`src/hdl/lcba_pkg.sv`:
```
`default_nettype none
package lcba_pkg;

  localparam int unsigned THICK_W = 30;
  localparam int unsigned SLICE_W = 20;
  localparam int unsigned DENS_W  = 24;
  localparam int unsigned AREA_W  = 55;
  localparam int unsigned LIMIT_W = 47;
  localparam int unsigned PROD_W  = 45;
  localparam int unsigned GROWN_W = 31;
  localparam int unsigned DIVN_W  = AREA_W + 1;

  localparam logic [DENS_W-1:0] DENS_MAX = {1'b0, {(DENS_W-1){1'b1}}};
  localparam logic [DENS_W-1:0] DENS_MIN = {1'b1, {(DENS_W-1){1'b0}}};
  localparam logic [AREA_W-1:0] AREA_MAX = {1'b0, {(AREA_W-1){1'b1}}};
  localparam logic [AREA_W-1:0] AREA_MIN = {1'b1, {(AREA_W-1){1'b0}}};
  localparam logic [THICK_W-1:0] THICK_MAX = {THICK_W{1'b1}};

  localparam logic [3:0] ADDR_AREA_LIMIT = 4'd0;

  typedef enum logic [1:0] {PH_SUB, PH_OPEN, PH_LAYER} phase_t;

  typedef enum logic [2:0] {
    ST_IDLE, ST_PREP, ST_DISPATCH, ST_DECIDE, ST_DIV, ST_FINAL, ST_SEND
  } state_t;

  typedef enum logic [1:0] {OSEL_PASS, OSEL_ZERO, OSEL_MEAN, OSEL_FINAL} osel_t;

  typedef struct packed {
    logic  load;
    logic  stage1;
    logic  mul;
    logic  add;
    logic  open;
    logic  clear;
    logic  div_start;
    logic  out_load;
    osel_t out_sel;
  } cmd_t;

  typedef struct packed {
    logic brk;
    logic thick_zero;
    logic last;
    logic div_done;
  } status_t;

endpackage
`default_nettype wire

```
`src/hdl/lcba_ctrl.sv`:
```
`default_nettype none
module lcba_ctrl import lcba_pkg::*; (
  input  wire logic    clk,
  input  wire logic    rst,
  input  wire logic    in_valid,
  output logic         in_ready,
  output logic         out_valid,
  input  wire logic    out_ready,
  input  wire status_t sts,
  output cmd_t         cmd
);
  state_t state, state_next;
  phase_t phase, phase_next;
  logic   go_final, go_final_next;

  always_ff @(posedge clk) begin
    if (rst) begin
      state    <= ST_IDLE;
      phase    <= PH_SUB;
      go_final <= 1'b0;
    end else begin
      state    <= state_next;
      phase    <= phase_next;
      go_final <= go_final_next;
    end
  end

  always_comb begin
    state_next    = state;
    phase_next    = phase;
    go_final_next = go_final;
    cmd           = '0;
    cmd.out_sel   = OSEL_PASS;
    in_ready      = 1'b0;
    out_valid     = 1'b0;
    case (state)
      ST_IDLE: begin
        in_ready = 1'b1;
        if (in_valid) begin
          cmd.load   = 1'b1;
          state_next = ST_PREP;
        end
      end
      ST_PREP: begin
        cmd.stage1 = 1'b1;
        state_next = ST_DISPATCH;
      end
      ST_DISPATCH: begin
        case (phase)
          PH_SUB: begin
            cmd.out_load  = 1'b1;
            cmd.out_sel   = OSEL_PASS;
            cmd.clear     = 1'b1;
            phase_next    = sts.last ? PH_SUB : PH_OPEN;
            go_final_next = 1'b0;
            state_next    = ST_SEND;
          end
          PH_OPEN: begin
            cmd.open   = 1'b1;
            phase_next = PH_LAYER;
            state_next = sts.last ? ST_FINAL : ST_IDLE;
          end
          default: begin
            cmd.mul    = 1'b1;
            state_next = ST_DECIDE;
          end
        endcase
      end
      ST_DECIDE: begin
        if (!sts.brk) begin
          cmd.add    = 1'b1;
          state_next = sts.last ? ST_FINAL : ST_IDLE;
        end else if (sts.thick_zero) begin
          cmd.out_load  = 1'b1;
          cmd.out_sel   = OSEL_ZERO;
          cmd.open      = 1'b1;
          go_final_next = sts.last;
          state_next    = ST_SEND;
        end else begin
          cmd.div_start = 1'b1;
          state_next    = ST_DIV;
        end
      end
      ST_DIV: begin
        if (sts.div_done) begin
          cmd.out_load  = 1'b1;
          cmd.out_sel   = OSEL_MEAN;
          cmd.open      = 1'b1;
          go_final_next = sts.last;
          state_next    = ST_SEND;
        end
      end
      ST_FINAL: begin
        cmd.out_load  = 1'b1;
        cmd.out_sel   = OSEL_FINAL;
        cmd.clear     = 1'b1;
        phase_next    = PH_SUB;
        go_final_next = 1'b0;
        state_next    = ST_SEND;
      end
      ST_SEND: begin
        out_valid = 1'b1;
        if (out_ready) state_next = go_final ? ST_FINAL : ST_IDLE;
      end
      default: state_next = ST_IDLE;
    endcase
  end

`ifndef SYNTH
  a_one_side: assert property (@(posedge clk) disable iff (rst)
    !(in_ready && out_valid))
    else $error("input and output open together");
  a_div_layer: assert property (@(posedge clk) disable iff (rst)
    (state == ST_DIV) |-> (phase == PH_LAYER))
    else $error("division outside a layer");
  a_final_last: assert property (@(posedge clk) disable iff (rst)
    (state == ST_FINAL) |-> sts.last)
    else $error("final layer without last slice");
`endif

endmodule
`default_nettype wire
```
`config.mk`:
```
export PLATFORM = sky130hd
export DESIGN_NAME = lcba_ctrl
export DESIGN_NICKNAME = d
export VERILOG_FILES = /design/src/hdl/lcba_pkg.sv /design/src/hdl/lcba_ctrl.sv
export SDC_FILE = /design/constraint.sdc
export NUM_CORES = 1
export LEC_CHECK = 0
export ABC_AREA = 1
export BUFFER_PORTS_ARGS = -buffer_cell sky130_fd_sc_hd__buf_2
export CAP_MARGIN = 40
export CORE_UTILIZATION = 40
export DETAILED_ROUTE_END_ITERATION = 16
export GPL_ROUTABILITY_DRIVEN = 0
export PLACE_DENSITY = 0.7
export SETUP_SLACK_MARGIN = 0.2
export SYNTH_ARGS = -nofsm -noshare
export SYNTH_HDL_FRONTEND = slang
export SYNTH_SLANG_ARGS = --single-unit
```
`constraint.sdc`:
```
create_clock -name clk -period 1.1 [get_ports clk]
set_input_delay 0.22 -clock clk [delete_from_list [all_inputs] [get_ports clk]]
set_output_delay 0.22 -clock clk [all_outputs]
set_load 0.05 [all_outputs]
```
==> load_flow_metrics.sql, run 1 <==
INSERT INTO impl_metrics (metric_group, metric, value, unit) VALUES
('run_status', 'run_status', 'did not finish', ''),
('run_status', 'outcome.stop_stage', 'global routing', ''),
('run_status', 'flow.first_error', '[ERROR DPL-0038] Utilization greater than 100%, impossible to legalize', ''),
('yosys', 'synth-edff-count', '0', ''),
('floorplanning', 'die_width', '38.4', 'microns'),
('floorplanning', 'initial_utilization', '0.453', ''),
('placement', 'port_buffers', '19', ''),
('yosys', 'post_synth_instance_area', '531', 'sq um'),
('floorplanning', 'rows', '12', ''),
('yosys', 'yosysMostFrequentCell', 'sky130_fd_sc_hd__nand2_1', ''),
('global_route', 'grt_max_degree', '8', ''),
('sta', 'worst_endpoint_kind', 'output port', ''),
('cts', 'clock_tree.buffer_depth', '2', ''),
('floorplanning', 'die_h', '38.4', 'microns'),
('placement', 'dp_hpwl', '1460', 'microns'),
('cts', 'clockRootBuffer', 'sky130_fd_sc_hd__clkbuf_4', ''),
('placement', 'preCtsSetupSlack', '-305', 'ps'),
('yosys', 'synth_warnings', '0', ''),
('yosys', 'post_synth_main_area_contributors', 'sky130_fd_sc_hd__dfxtp_1 23%, sky130_fd_sc_hd__nand2_1 15%, sky130_fd_sc_hd__inv_1 9.2%', ''),
('cts', 'number_of_sinks_handled_by_clock_tree_synthesis', '6', ''),
('yosys', 'synth-seq-cells', '6', ''),
('yosys', 'synthesis.nets', '98', ''),
('placement', 'detailed_place.area', '891', 'sq um'),
('cts', 'clock_tree.htree_level_count', '1', ''),
('yosys', 'synth_async_sr_flop_share', '0', ''),
('yosys', 'netlist_top_cells_count', '21 x sky130_fd_sc_hd__nand2_1, 13 x sky130_fd_sc_hd__inv_1, 13 x sky130_fd_sc_hd__nor2_1', ''),
('yosys', 'syn-instance-count', '90', ''),
('yosys', 'post-synth-top-area-fraction', '0.226', ''),
('cts', 'cts_inserted_buffers', '3', ''),
('yosys', 'post_synth.cell_area_avg', '5.89', 'sq um'),
('placement', 'placedCellCount', '144', ''),
('yosys', 'yosysSeqAreaShare', '0.226', ''),
('yosys', 'netlist.top_cell.by_area', 'sky130_fd_sc_hd__dfxtp_1', ''),
('sta', 'worst_slack_endpoint_at_the_end_of_global_route_timing_repair', 'cmd[2]', ''),
('yosys', 'post_synth_num_cell_types', '21', ''),
('floorplanning', 'num_io_pins', '20', ''),
('yosys', 'synth_top_flop_cell', 'sky130_fd_sc_hd__dfxtp_1', '');
[per-stage QoR]
stage | hold WS, ps | util
after CTS | 163 | 0.956
after detailed placement | 422 | 0.761
after global placement | 417 | 0.761
after floorplan | 284 | -
[cell families after synthesis]
kind of cell,count (synthesis),share of synthesized area
and+or+nand+nor,54,0.500
DFF,6,0.226
AOI/OAI and AO/OA,12,0.120
buffers and inverters,18,0.153
[repair_timing]
item / CTS
endpoints found under the setup margin: 18
buffers inserted: 4
hold buffers: 0
hold endpoints to repair: 0
gates resized for setup: 51
pin swaps: 5
==> inputs of run 2 (changes only) <==
Settings changed: CORE_AREA set to 2 2 63 65, CORE_UTILIZATION 40 to unset, DIE_AREA set to 0 0 65 67, PLACE_DENSITY 0.7 to unset, PLACE_DENSITY_LB_ADDON set to 0.15, SETUP_SLACK_MARGIN 0.2 to unset.
Clock period 1.1 ns to 1.43 ns, I/O delays scaled along.
==> load_flow_metrics.sql, run 2 <==
INSERT INTO impl_metrics (metric_group, metric, value, unit) VALUES
('run_status', 'run_status', 'complete, but fails checks', ''),
('run_status', 'violations', 'negative setup slack', ''),
('finish', 'final_common_cell', 'sky130_fd_sc_hd__buf_4', ''),
('yosys', 'synth_async_sr_flop_share', '0', ''),
('routing', 'detail_route.drc_violations', '0', ''),
('yosys', 'post_synth_instance_area', '531', 'sq um'),
('setup_path', 'cells_traversed_along_the_worst_timing_path', 'inv_4 > nand3_2 > nor2_4 > inv_2 > nand2_2 > nor2_4 > clkinvlp_4 > buf_8', ''),
('floorplanning', 'die_h', '67', 'microns'),
('sta', 'setup_repair_after_global_routing_missed_its_margin', 'yes', ''),
('pwr', 'p_leak', '0.556', 'nW'),
('yosys', 'yosysSeqAreaShare', '0.226', ''),
('cts', 'cts_hold_buffers', '0', ''),
('yosys', 'post_synth_num_cell_types', '21', ''),
('yosys', 'yosysMostFrequentCell', 'sky130_fd_sc_hd__nand2_1', ''),
('routing', 'route.final.wire_length', '1910', 'microns'),
('placement', 'port_buffers', '19', ''),
('global_route', 'grt_first_pass_wirelength', '3260', 'microns'),
('yosys', 'synth-edff-count', '0', ''),
('sta', 'final.setup.tns', '-864', 'ps'),
('floorplanning', 'rows', '22', ''),
('routing', 'antenna_left', '0', ''),
('sta', 'clock-skew-final', '4.16', 'ps'),
('routing', 'number_of_design_rule_violations_left_by_the_first_detailed_router_iteration', '8', ''),
('yosys', 'netlist.top_cell.by_area', 'sky130_fd_sc_hd__dfxtp_1', ''),
('global_route', 'number_of_antenna_violations_at_the_first_check_in_global_routing', '0', ''),
('sta', 'worst-slew-pin-transition', '204', 'ps'),
('setup_path', 'cp_buf_inv_count', '4', ''),
('cts', 'clockRootBuffer', 'sky130_fd_sc_hd__clkbuf_8', ''),
('routing', 'avgRoutedWirePerCell', '10.5', 'microns'),
('job', 'max-cap-violations', '0', ''),
('setup_path', 'worst_ep_required_time', '1140', 'ps'),
('finish', 'post_route_cells_drive_above_1_share', '0.556', ''),
('setup_path', 'reg2regPathDepth', '8', ''),
('setup_path', 'path_length_in_cells_of_the_critical_path', '8', ''),
('setup_path', 'critical_setup_path_class', 'flip-flop to output pin', ''),
('floorplanning', 'die_width', '65', 'microns'),
('yosys', 'netlist_top_cells_count', '21 x sky130_fd_sc_hd__nand2_1, 13 x sky130_fd_sc_hd__inv_1, 13 x sky130_fd_sc_hd__nor2_1', ''),
('setup_path', 'crit_path_start', 'state[2]', ''),
('routing', 'via_count', '707', ''),
('pwr', 'power.density_cell_area', '2220', 'mW/mm^2'),
('cts', 'clkLatencyLatePin', '230', 'ps'),
('sta', 'max_freq', '627', 'MHz'),
('finish', 'largestRegisters', 'state (3), phase (2), go_final (1)', ''),
('sta', 'final-hold-violation-count', '0', ''),
('setup_path', 'critical_path.slowest_cell', 'sky130_fd_sc_hd__dfxtp_4', ''),
('finish', 'antennaDiodeCount', '0', ''),
('routing', 'vias_per_cell', '3.91', ''),
('finish', 'final-instance-count-excl-fill', '181', ''),
('global_route', 'grt_overflow', '0', ''),
('yosys', 'synth_warnings', '0', ''),
('yosys', 'synth-seq-cells', '6', ''),
('cts', 'clkSlewWorstSetupHoldPaths', '40', 'ps'),
('global_route', 'grt_max_degree', '8', ''),
('yosys', 'post_synth_main_area_contributors', 'sky130_fd_sc_hd__dfxtp_1 23%, sky130_fd_sc_hd__nand2_1 15%, sky130_fd_sc_hd__inv_1 9.2%', ''),
('setup_path', 'critPathCaptureType', 'output pin', ''),
('finish', 'finalNetCount', '143', ''),
('setup_path', 'worst_setup_path_start_kind', 'flip-flop', ''),
('setup_path', 'r2r-start', 'state[1]', ''),
('setup_path', 'max_stage_delay', '380', 'ps'),
('setup_path', 'worst_setup_path_endpoint', 'cmd[2]', ''),
('placement', 'preCtsSetupSlack', '-145', 'ps'),
('setup_path', 'r2r_slack', '160', 'ps'),
('floorplanning', 'core-area', '0.00361', 'sq mm'),
('setup_path', 'max_fo_critical_path', '5', ''),
('sta', 'layout_min_cycle_time', '1600', 'ps'),
('finish', 'fillerInstances', '397', ''),
('setup_path', 'r2r-end', 'state[2]', ''),
('setup_path', 'critical_path_at', '1310', 'ps'),
('placement', 'dp_hpwl', '1550', 'microns'),
('global_route', 'first_global_vias', '727', ''),
('placement', 'placedCellCount', '175', ''),
('cts', 'clock_tree.buffer_depth', '2', ''),
('sta', 'fin_crit_sh', '1.12', ''),
('yosys', 'synth_top_flop_cell', 'sky130_fd_sc_hd__dfxtp_1', ''),
('floorplanning', 'num_io_pins', '20', ''),
('sta', 'slew-limit-headroom', '0.864', ''),
('yosys', 'post_synth.cell_area_avg', '5.89', 'sq um'),
('floorplanning', 'initial_utilization', '0.147', ''),
('sta', 'slew_limit_fails', '0', ''),
('floorplanning', 'die_ar', '0.00436', 'sq mm'),
('sta', 'worst_slack', '-166', 'ps'),
('yosys', 'syn-instance-count', '90', ''),
('finish', 'largest_register_ff_count', '3', ''),
('cts', 'cts_inserted_buffers', '3', ''),
('setup_path', 'cpMostUsedCell', 'sky130_fd_sc_hd__nor2_4', ''),
('setup_path', 'crit_path_max_delay_family', 'flip-flops', ''),
('routing', 'drt_pass1_iterations', '4', ''),
('global_route', 'groute.usage.overall', '0.100', ''),
('cts', 'number_of_sinks_handled_by_clock_tree_synthesis', '6', ''),
('finish', 'most-common-layout-cells', '20 x sky130_fd_sc_hd__buf_4, 19 x sky130_fd_sc_hd__nand2_1, 11 x sky130_fd_sc_hd__buf_6, 10 x sky130_fd_sc_hd__inv_1, 9 x sky130_fd_sc_hd__nor2_1', ''),
('sta', 'setup-violations-final', '9', ''),
('pwr', 'total_power_draw', '0.00242', 'W'),
('finish', 'largest_register', 'state', ''),
('cts', 'cts_tree', 'built', ''),
('yosys', 'post-synth-top-area-fraction', '0.226', ''),
('min_path', 'hold_path_class', 'input port to flip-flop', ''),
('finish', 'area.growth.synth_to_final', '105', '%'),
('pwr', 'max-vdd-ir-drop', '0.930', 'mV'),
('cts', 'clock_tree.htree_level_count', '1', ''),
('yosys', 'synthesis.nets', '98', '');
-- run 2: layout make-up --
type | count | area, sq um | share of cell area
Multi-Input combinational cell | 66 | 417 | 0.383
Timing Repair Buffer | 42 | 369 | 0.339
Sequential cell | 6 | 131 | 0.121
Inverter | 16 | 68.8 | 0.0633
Tap cell | 48 | 60.1 | 0.0552
Clock buffer | 3 | 41.3 | 0.0380
-- run 2: how the worst min path moves through the flow --
stage,from,to,depth (start not counted)
after floorplan,rst,state[2],1
after global placement,phase[0],phase[0],2
after detailed placement,phase[0],phase[0],2
after CTS,rst,state[0],2
after global routing,rst,state[2],2
final,rst,state[2],2
-- run 2: metal layers --
metal	wire length, microns	part of all wire	global-route usage
met5	0	0	0
met4	36	0.019	0.0559
met3	55	0.029	0.0118
met2	947	0.50	0.170
met1	864	0.45	0.122
-- run 2: kinds of logic after synthesis --
family          synth area share
flops                      0.226
compound gates             0.120
buf+inv                    0.153
simple gates               0.500
-- run 2: report_power, final --
group | total, W | switching [W] | internal (W)
Sequential | 0.000322 | 0.0000851 | 0.000237
Combinational | 0.00183 | 0.00103 | 0.000796
Clock | 0.000268 | 0.0000863 | 0.000182
Total | 0.00242 | 0.00120 | 0.00122
-- run 2: per-stage QoR --
stage	hold slack [ps]	cell area, sq um	utilization
2_1_floorplan	355	577	-
3_3_place_gp	501	863	0.239
3_5_place_dp	503	863	0.239
4_1_cts	267	1050	0.291
5_1_grt	272	1090	0.302
6_report	261	1090	0.302
-- run 2: repair_timing --
item / 4_1_cts / 5_1_grt
pin swaps: 5 / 2
cloned: 0 / 0
gates resized for setup: 43 / 7
endpoints found under the setup margin: 12 / 12
hold endpoints to repair: 0 / 0
buffers inserted: 2 / 2
Power figures use the tool's default switching activity.
==> inputs of run 3 (changes only) <==
Settings changed: ABC_AREA 1 to unset.
==> load_flow_metrics.sql, run 3 <==
INSERT INTO impl_metrics (metric_group, metric, value, unit) VALUES
('floorplanning', 'initial_utilization', '0.140', ''),
('yosys', 'syn-instance-count', '66', ''),
('run_status', 'run_status', 'complete, but fails checks', ''),
('global_route', 'number_of_antenna_violations_at_the_first_check_in_global_routing', '0', ''),
('setup_path', 'critical_path.slowest_cell', 'sky130_fd_sc_hd__or4b_4', ''),
('routing', 'vias_per_cell', '4.19', ''),
('yosys', 'post_synth_instance_area', '505', 'sq um'),
('routing', 'via_count', '700', ''),
('min_path', 'hold_path_class', 'input port to flip-flop', ''),
('finish', 'area.growth.synth_to_final', '150', '%'),
('routing', 'antenna_left', '0', ''),
('pwr', 'max-vdd-ir-drop', '0.697', 'mV'),
('finish', 'largest_register_ff_count', '3', ''),
('cts', 'clkLatencyLatePin', '220', 'ps'),
('job', 'max-cap-violations', '0', ''),
('run_status', 'violations', 'negative setup slack', ''),
('setup_path', 'critPathCaptureType', 'output pin', ''),
('yosys', 'post_synth_num_cell_types', '35', ''),
('yosys', 'post_synth.cell_area_avg', '7.66', 'sq um'),
('floorplanning', 'die_h', '67', 'microns'),
('setup_path', 'cp_buf_inv_count', '1', ''),
('floorplanning', 'rows', '22', ''),
('yosys', 'netlist_top_cells_count', '8 x sky130_fd_sc_hd__nor2_1, 6 x sky130_fd_sc_hd__dfxtp_1, 6 x sky130_fd_sc_hd__inv_1', ''),
('routing', 'detail_route.wirelength.met1', '961', 'microns'),
('yosys', 'post_synth_main_area_contributors', 'sky130_fd_sc_hd__dfxtp_1 24%, sky130_fd_sc_hd__nor2_1 5.9%, sky130_fd_sc_hd__inv_1 4.5%', ''),
('sta', 'slew_limit_fails', '0', ''),
('setup_path', 'crit_path_start', 'state[0]', ''),
('finish', 'multi_input_area', '454', 'sq um'),
('yosys', 'post-synth-top-area-fraction', '0.238', ''),
('cts', 'clkSlewWorstSetupHoldPaths', '40', 'ps'),
('setup_path', 'max_stage_delay', '560', 'ps'),
('finish', 'largestRegisters', 'state (3), phase (2), go_final (1)', ''),
('global_route', 'groute.usage.overall', '0.0919', ''),
('routing', 'drt_pass1_iterations', '4', ''),
('setup_path', 'path_length_in_cells_of_the_critical_path', '4', ''),
('setup_path', 'worst_setup_path_start_kind', 'flip-flop', ''),
('finish', 'sequential_cell_area', '124', 'sq um'),
('routing', 'number_of_design_rule_violations_left_by_the_first_detailed_router_iteration', '22', ''),
('finish', 'final_common_cell', 'sky130_fd_sc_hd__buf_6', ''),
('yosys', 'synthesis.nets', '74', ''),
('routing', 'met2_length', '1010', 'microns'),
('sta', 'max_freq', '543', 'MHz'),
('cts', 'clock_tree.buffer_depth', '2', ''),
('cts', 'cts_hold_buffers', '0', ''),
('global_route', 'first_global_vias', '646', ''),
('floorplanning', 'die_ar', '0.00436', 'sq mm'),
('pwr', 'total_power_draw', '0.00290', 'W'),
('yosys', 'synth_async_sr_flop_share', '0', ''),
('setup_path', 'critical_path_at', '1560', 'ps'),
('sta', 'fin_crit_sh', '1.29', ''),
('placement', 'dp_hpwl', '1420', 'microns'),
('sta', 'worst-slew-pin-transition', '313', 'ps'),
('finish', 'post_route_cells_drive_above_1_share', '0.689', ''),
('pwr', 'p_leak', '0.567', 'nW'),
('setup_path', 'r2r_slack', '-170', 'ps'),
('yosys', 'synth_warnings', '0', ''),
('yosys', 'synth-seq-cells', '6', ''),
('yosys', 'synth-edff-count', '0', ''),
('setup_path', 'crit_path_max_delay_family', 'simple AND/OR/NAND/NOR gates', ''),
('cts', 'clock_tree.htree_level_count', '1', ''),
('finish', 'largest_register', 'state', ''),
('global_route', 'grt_overflow', '0', ''),
('global_route', 'grt_first_pass_wirelength', '2950', 'microns'),
('setup_path', 'r2r-end', 'go_final', ''),
('setup_path', 'cells_traversed_along_the_worst_timing_path', 'or4b_4 > o21ai_4 > or2b_4 > buf_8', ''),
('yosys', 'yosysSeqAreaShare', '0.238', ''),
('finish', 'antennaDiodeCount', '0', ''),
('placement', 'port_buffers', '19', ''),
('routing', 'route.final.wire_length', '2070', 'microns'),
('sta', 'slew-limit-headroom', '0.791', ''),
('sta', 'worst_slack', '-413', 'ps'),
('finish', 'fillerInstances', '389', ''),
('placement', 'preCtsSetupSlack', '-274', 'ps'),
('routing', 'detail_route.drc_violations', '0', ''),
('finish', 'most-common-layout-cells', '21 x sky130_fd_sc_hd__buf_6, 16 x sky130_fd_sc_hd__buf_4, 7 x sky130_fd_sc_hd__buf_2, 7 x sky130_fd_sc_hd__buf_8, 6 x sky130_fd_sc_hd__inv_1', ''),
('yosys', 'synth_top_flop_cell', 'sky130_fd_sc_hd__dfxtp_1', ''),
('routing', 'avgRoutedWirePerCell', '12.4', 'microns'),
('cts', 'number_of_sinks_handled_by_clock_tree_synthesis', '6', ''),
('setup_path', 'r2r-start', 'state[0]', ''),
('sta', 'fin_hold_ws', '355', 'ps'),
('setup_path', 'worst_setup_path_endpoint', 'cmd[2]', ''),
('sta', 'setup_repair_after_global_routing_missed_its_margin', 'yes', ''),
('routing', 'met3_wirelength', '88', 'microns'),
('finish', 'finalNetCount', '129', ''),
('setup_path', 'reg2regPathDepth', '6', ''),
('setup_path', 'max_fo_critical_path', '2', ''),
('cts', 'cts_inserted_buffers', '3', ''),
('sta', 'layout_min_cycle_time', '1840', 'ps'),
('setup_path', 'critical_setup_path_class', 'flip-flop to output pin', ''),
('pwr', 'power.density_cell_area', '2290', 'mW/mm^2'),
('setup_path', 'worst_ep_required_time', '1140', 'ps'),
('global_route', 'grt_max_degree', '13', ''),
('sta', 'final-hold-violation-count', '0', ''),
('routing', 'route.top_layer_used', 'met4', ''),
('yosys', 'netlist.top_cell.by_area', 'sky130_fd_sc_hd__dfxtp_1', ''),
('sta', 'clock-skew-final', '2.64', 'ps'),
('floorplanning', 'num_io_pins', '20', ''),
('cts', 'clockRootBuffer', 'sky130_fd_sc_hd__clkbuf_8', ''),
('sta', 'setup-violations-final', '17', ''),
('floorplanning', 'core-area', '0.00361', 'sq mm'),
('floorplanning', 'die_width', '65', 'microns'),
('cts', 'cts_tree', 'built', ''),
('yosys', 'yosysMostFrequentCell', 'sky130_fd_sc_hd__nor2_1', ''),
('sta', 'final.setup.tns', '-3380', 'ps');
run 3: cell count changes after synthesis, sizes merged, moves of 6 or more:
cell	delta
nor2	-10
a21oi	-6
nand3	-8
nand2	-19
inv	-10
run 3: final cells by class:
cell class                 count  area share
inverter                       6      0.0178
timing repair buffer          54       0.445
clock buffer                   3      0.0327
multi-input combinational     50       0.359
sequential                     6      0.0980
tap                           48      0.0475
run 3: per-stage QoR:
step | utilization | cell area [sq um] | cells
2_1_floorplan | - | 564 | 66
3_3_place_gp | 0.228 | 822 | 146
3_5_place_dp | 0.228 | 822 | 146
4_1_cts | 0.290 | 1040 | 156
5_1_grt | 0.350 | 1260 | 167
6_report | 0.350 | 1260 | 167
run 3: what timing repair did:
action                     in CTS  in global routing
pin swaps                       4                 13
resized for setup              38                 30
setup endpoints to repair      15                 17
buffers inserted                7                 14
gates cloned                    0                  1
run 3: worst min path at each step:
stage	cells past startpoint	slack, ps	endpoint	startpoint
CTS	3	360	state[1]	out_ready
finish	2	360	phase[0]	rst
detailed placement	2	550	state[0]	go_final
floorplan	1	360	phase[1]	rst
global route	2	380	phase[1]	rst
global placement	2	560	state[0]	go_final
run 3: cells by family (layout without fill, tap and decap cells):
group | count (synthesis) | in the layout | share of synthesized area
AND/OR/NAND/NOR | 31 | 31 | 0.364
AO/OA/AOI/OAI | 18 | 18 | 0.290
buffers and inverters | 10 | 63 | 0.0866
flip-flops | 6 | 6 | 0.238
multiplexers | 1 | 1 | 0.0223
run 3: power breakdown:
group	switching (W)	total (W)	internal, W
registers	0.0000384	0.000261	0.000223
logic	0.00111	0.00239	0.00127
clock network	0.0000721	0.000253	0.000181
total	0.00122	0.00290	0.00168
run 3: routing by layer:
layer	vias up	GRT usage
met3	2	0.0287
met2	10	0.138
met4	0	0.0399
li1	349	-
met1	339	0.120
met5	-	0
==> inputs of run 4 (changes only) <==
Settings changed: GPL_TIMING_DRIVEN set to 0, TNS_END_PERCENT set to 1.
==> load_flow_metrics.sql, run 4 (synthesis gave the netlist of run 3 again) <==
INSERT INTO impl_metrics (metric_group, metric, value, unit) VALUES
('run_status', 'run_status', 'complete, but fails checks', ''),
('run_status', 'violations', 'negative setup slack', ''),
('cts', 'number_of_sinks_handled_by_clock_tree_synthesis', '6', ''),
('global_route', 'first_global_vias', '570', ''),
('placement', 'preCtsSetupSlack', '-379', 'ps'),
('floorplanning', 'num_io_pins', '20', ''),
('setup_path', 'max_fo_critical_path', '4', ''),
('global_route', 'grt_first_pass_wirelength', '2620', 'microns'),
('sta', 'final.setup.tns', '-2510', 'ps'),
('finish', 'largest_register', 'state', ''),
('setup_path', 'worst_ep_required_time', '1140', 'ps'),
('floorplanning', 'die_h', '67', 'microns'),
('setup_path', 'critical_setup_path_class', 'flip-flop to output pin', ''),
('routing', 'detail_route.drc_violations', '0', ''),
('pwr', 'p_leak', '0.389', 'nW'),
('pwr', 'max-vdd-ir-drop', '0.601', 'mV'),
('cts', 'cts_inserted_buffers', '3', ''),
('sta', 'setup-violations-final', '14', ''),
('sta', 'worst-slew-pin-transition', '292', 'ps'),
('routing', 'number_of_design_rule_violations_left_by_the_first_detailed_router_iteration', '23', ''),
('global_route', 'number_of_antenna_violations_at_the_first_check_in_global_routing', '0', ''),
('setup_path', 'worst_setup_path_start_kind', 'flip-flop', ''),
('finish', 'final_common_cell', 'sky130_fd_sc_hd__buf_6', ''),
('pwr', 'total_power_draw', '0.00207', 'W'),
('routing', 'route.final.wire_length', '1610', 'microns'),
('floorplanning', 'rows', '22', ''),
('finish', 'largest_register_ff_count', '3', ''),
('finish', 'fillerInstances', '393', ''),
('finish', 'post_route_cells_drive_above_1_share', '0.505', ''),
('sta', 'clock-skew-final', '2.69', 'ps'),
('floorplanning', 'die_width', '65', 'microns'),
('finish', 'antennaDiodeCount', '0', ''),
('finish', 'finalNetCount', '103', ''),
('finish', 'area.growth.synth_to_final', '75.5', '%'),
('sta', 'slew_limit_fails', '0', ''),
('finish', 'largestRegisters', 'state (3), phase (2), go_final (1)', ''),
('global_route', 'grt_max_degree', '11', ''),
('cts', 'cts_tree', 'built', ''),
('routing', 'via_count', '610', ''),
('global_route', 'grt_overflow', '0', ''),
('cts', 'clock_tree.buffer_depth', '2', ''),
('cts', 'clockRootBuffer', 'sky130_fd_sc_hd__clkbuf_8', ''),
('cts', 'clkSlewWorstSetupHoldPaths', '40', 'ps'),
('sta', 'max_freq', '526', 'MHz'),
('setup_path', 'critPathCaptureType', 'output pin', ''),
('sta', 'fin_crit_sh', '1.33', ''),
('finish', 'finalCoreUtilization', '0.246', ''),
('cts', 'clock_tree.htree_level_count', '1', ''),
('placement', 'port_buffers', '19', ''),
('min_path', 'hold_path_class', 'input port to flip-flop', ''),
('cts', 'cts_hold_buffers', '0', ''),
('floorplanning', 'core-area', '0.00361', 'sq mm'),
('global_route', 'groute.usage.overall', '0.0780', ''),
('routing', 'drt_pass1_iterations', '4', ''),
('floorplanning', 'die_ar', '0.00436', 'sq mm'),
('floorplanning', 'initial_utilization', '0.140', ''),
('cts', 'clkLatencyLatePin', '220', 'ps'),
('routing', 'vias_per_cell', '4.33', ''),
('placement', 'dp_hpwl', '1220', 'microns'),
('sta', 'fin_hold_ws', '345', 'ps'),
('routing', 'avgRoutedWirePerCell', '11.4', 'microns'),
('sta', 'worst_slack', '-471', 'ps'),
('job', 'max-cap-violations', '0', ''),
('routing', 'antenna_left', '0', ''),
('finish', 'most-common-layout-cells', '11 x sky130_fd_sc_hd__buf_6, 8 x sky130_fd_sc_hd__buf_2, 6 x sky130_fd_sc_hd__inv_1, 6 x sky130_fd_sc_hd__nor2_1, 6 x sky130_fd_sc_hd__buf_4', ''),
('sta', 'layout_min_cycle_time', '1900', 'ps'),
('pwr', 'power.density_cell_area', '2330', 'mW/mm^2'),
('setup_path', 'critical_path_at', '1610', 'ps'),
('sta', 'slew-limit-headroom', '0.805', ''),
('sta', 'setup_repair_after_global_routing_missed_its_margin', 'yes', ''),
('sta', 'final-hold-violation-count', '0', '');
==> run 4: worst paths after layout <==
check | from | depth (start not counted) | to | slack, ps
worst max-delay path | state[2] | 4 | cmd[2] | -470
worst min-delay path | rst | 2 | phase[1] | 350
worst max register to register | state[2] | 5 | go_final | -140
worst min register to register | go_final | 2 | state[0] | 550
==> run 4: power by group <==
group | total [W] | internal, W | leakage (nW) | switching [W]
Combinational | 0.00152 | 0.000652 | 0.317 | 0.000865
Clock | 0.000258 | 0.000181 | 0.0216 | 0.0000768
Sequential | 0.000294 | 0.000232 | 0.0506 | 0.0000623
Total | 0.00207 | 0.00107 | 0.389 | 0.00100
==> run 4: stage by stage <==
stage | cells | cell area, sq um
after floorplan | 66 | 538
after global placement | 133 | 693
after detailed placement | 133 | 693
after CTS | 139 | 861
after global routing | 141 | 887
final | 141 | 887
==> run 4: critical path: stages, from the launching register on <==
cell	delay, ps
sky130_fd_sc_hd__dfxtp_4	340
sky130_fd_sc_hd__or4b_4	580
sky130_fd_sc_hd__o21ai_4	180
sky130_fd_sc_hd__or2b_4	150
sky130_fd_sc_hd__buf_8	140
==> run 4: layer usage <==
metal / GRT usage / wire length (microns) / vias up
met3: 0.0118 / 104 / 6
met4: 0.0479 / 49 / 0
met2: 0.134 / 810 / 30
li1: - / - / 296
met1: 0.0908 / 650 / 278
met5: 0 / 0 / -
==> run 4: final cells by class <==
cell class / instances / area (sq um) / share of cell area
Multi-Input combinational cell: 50 / 388 / 0.437
Timing Repair Buffer: 25 / 216 / 0.244
Sequential cell: 6 / 129 / 0.145
Tap cell: 48 / 60.1 / 0.0677
Clock buffer: 3 / 41.3 / 0.0465
Buffer: 3 / 30.0 / 0.0339
Inverter: 6 / 22.5 / 0.0254
==> run 4: what timing repair did <==
item                                    4_1_cts  5_1_grt
endpoints found under the setup margin       15       15
gates resized for setup                      35        5
pin swaps                                     5        4
setup buffers                                 3        3
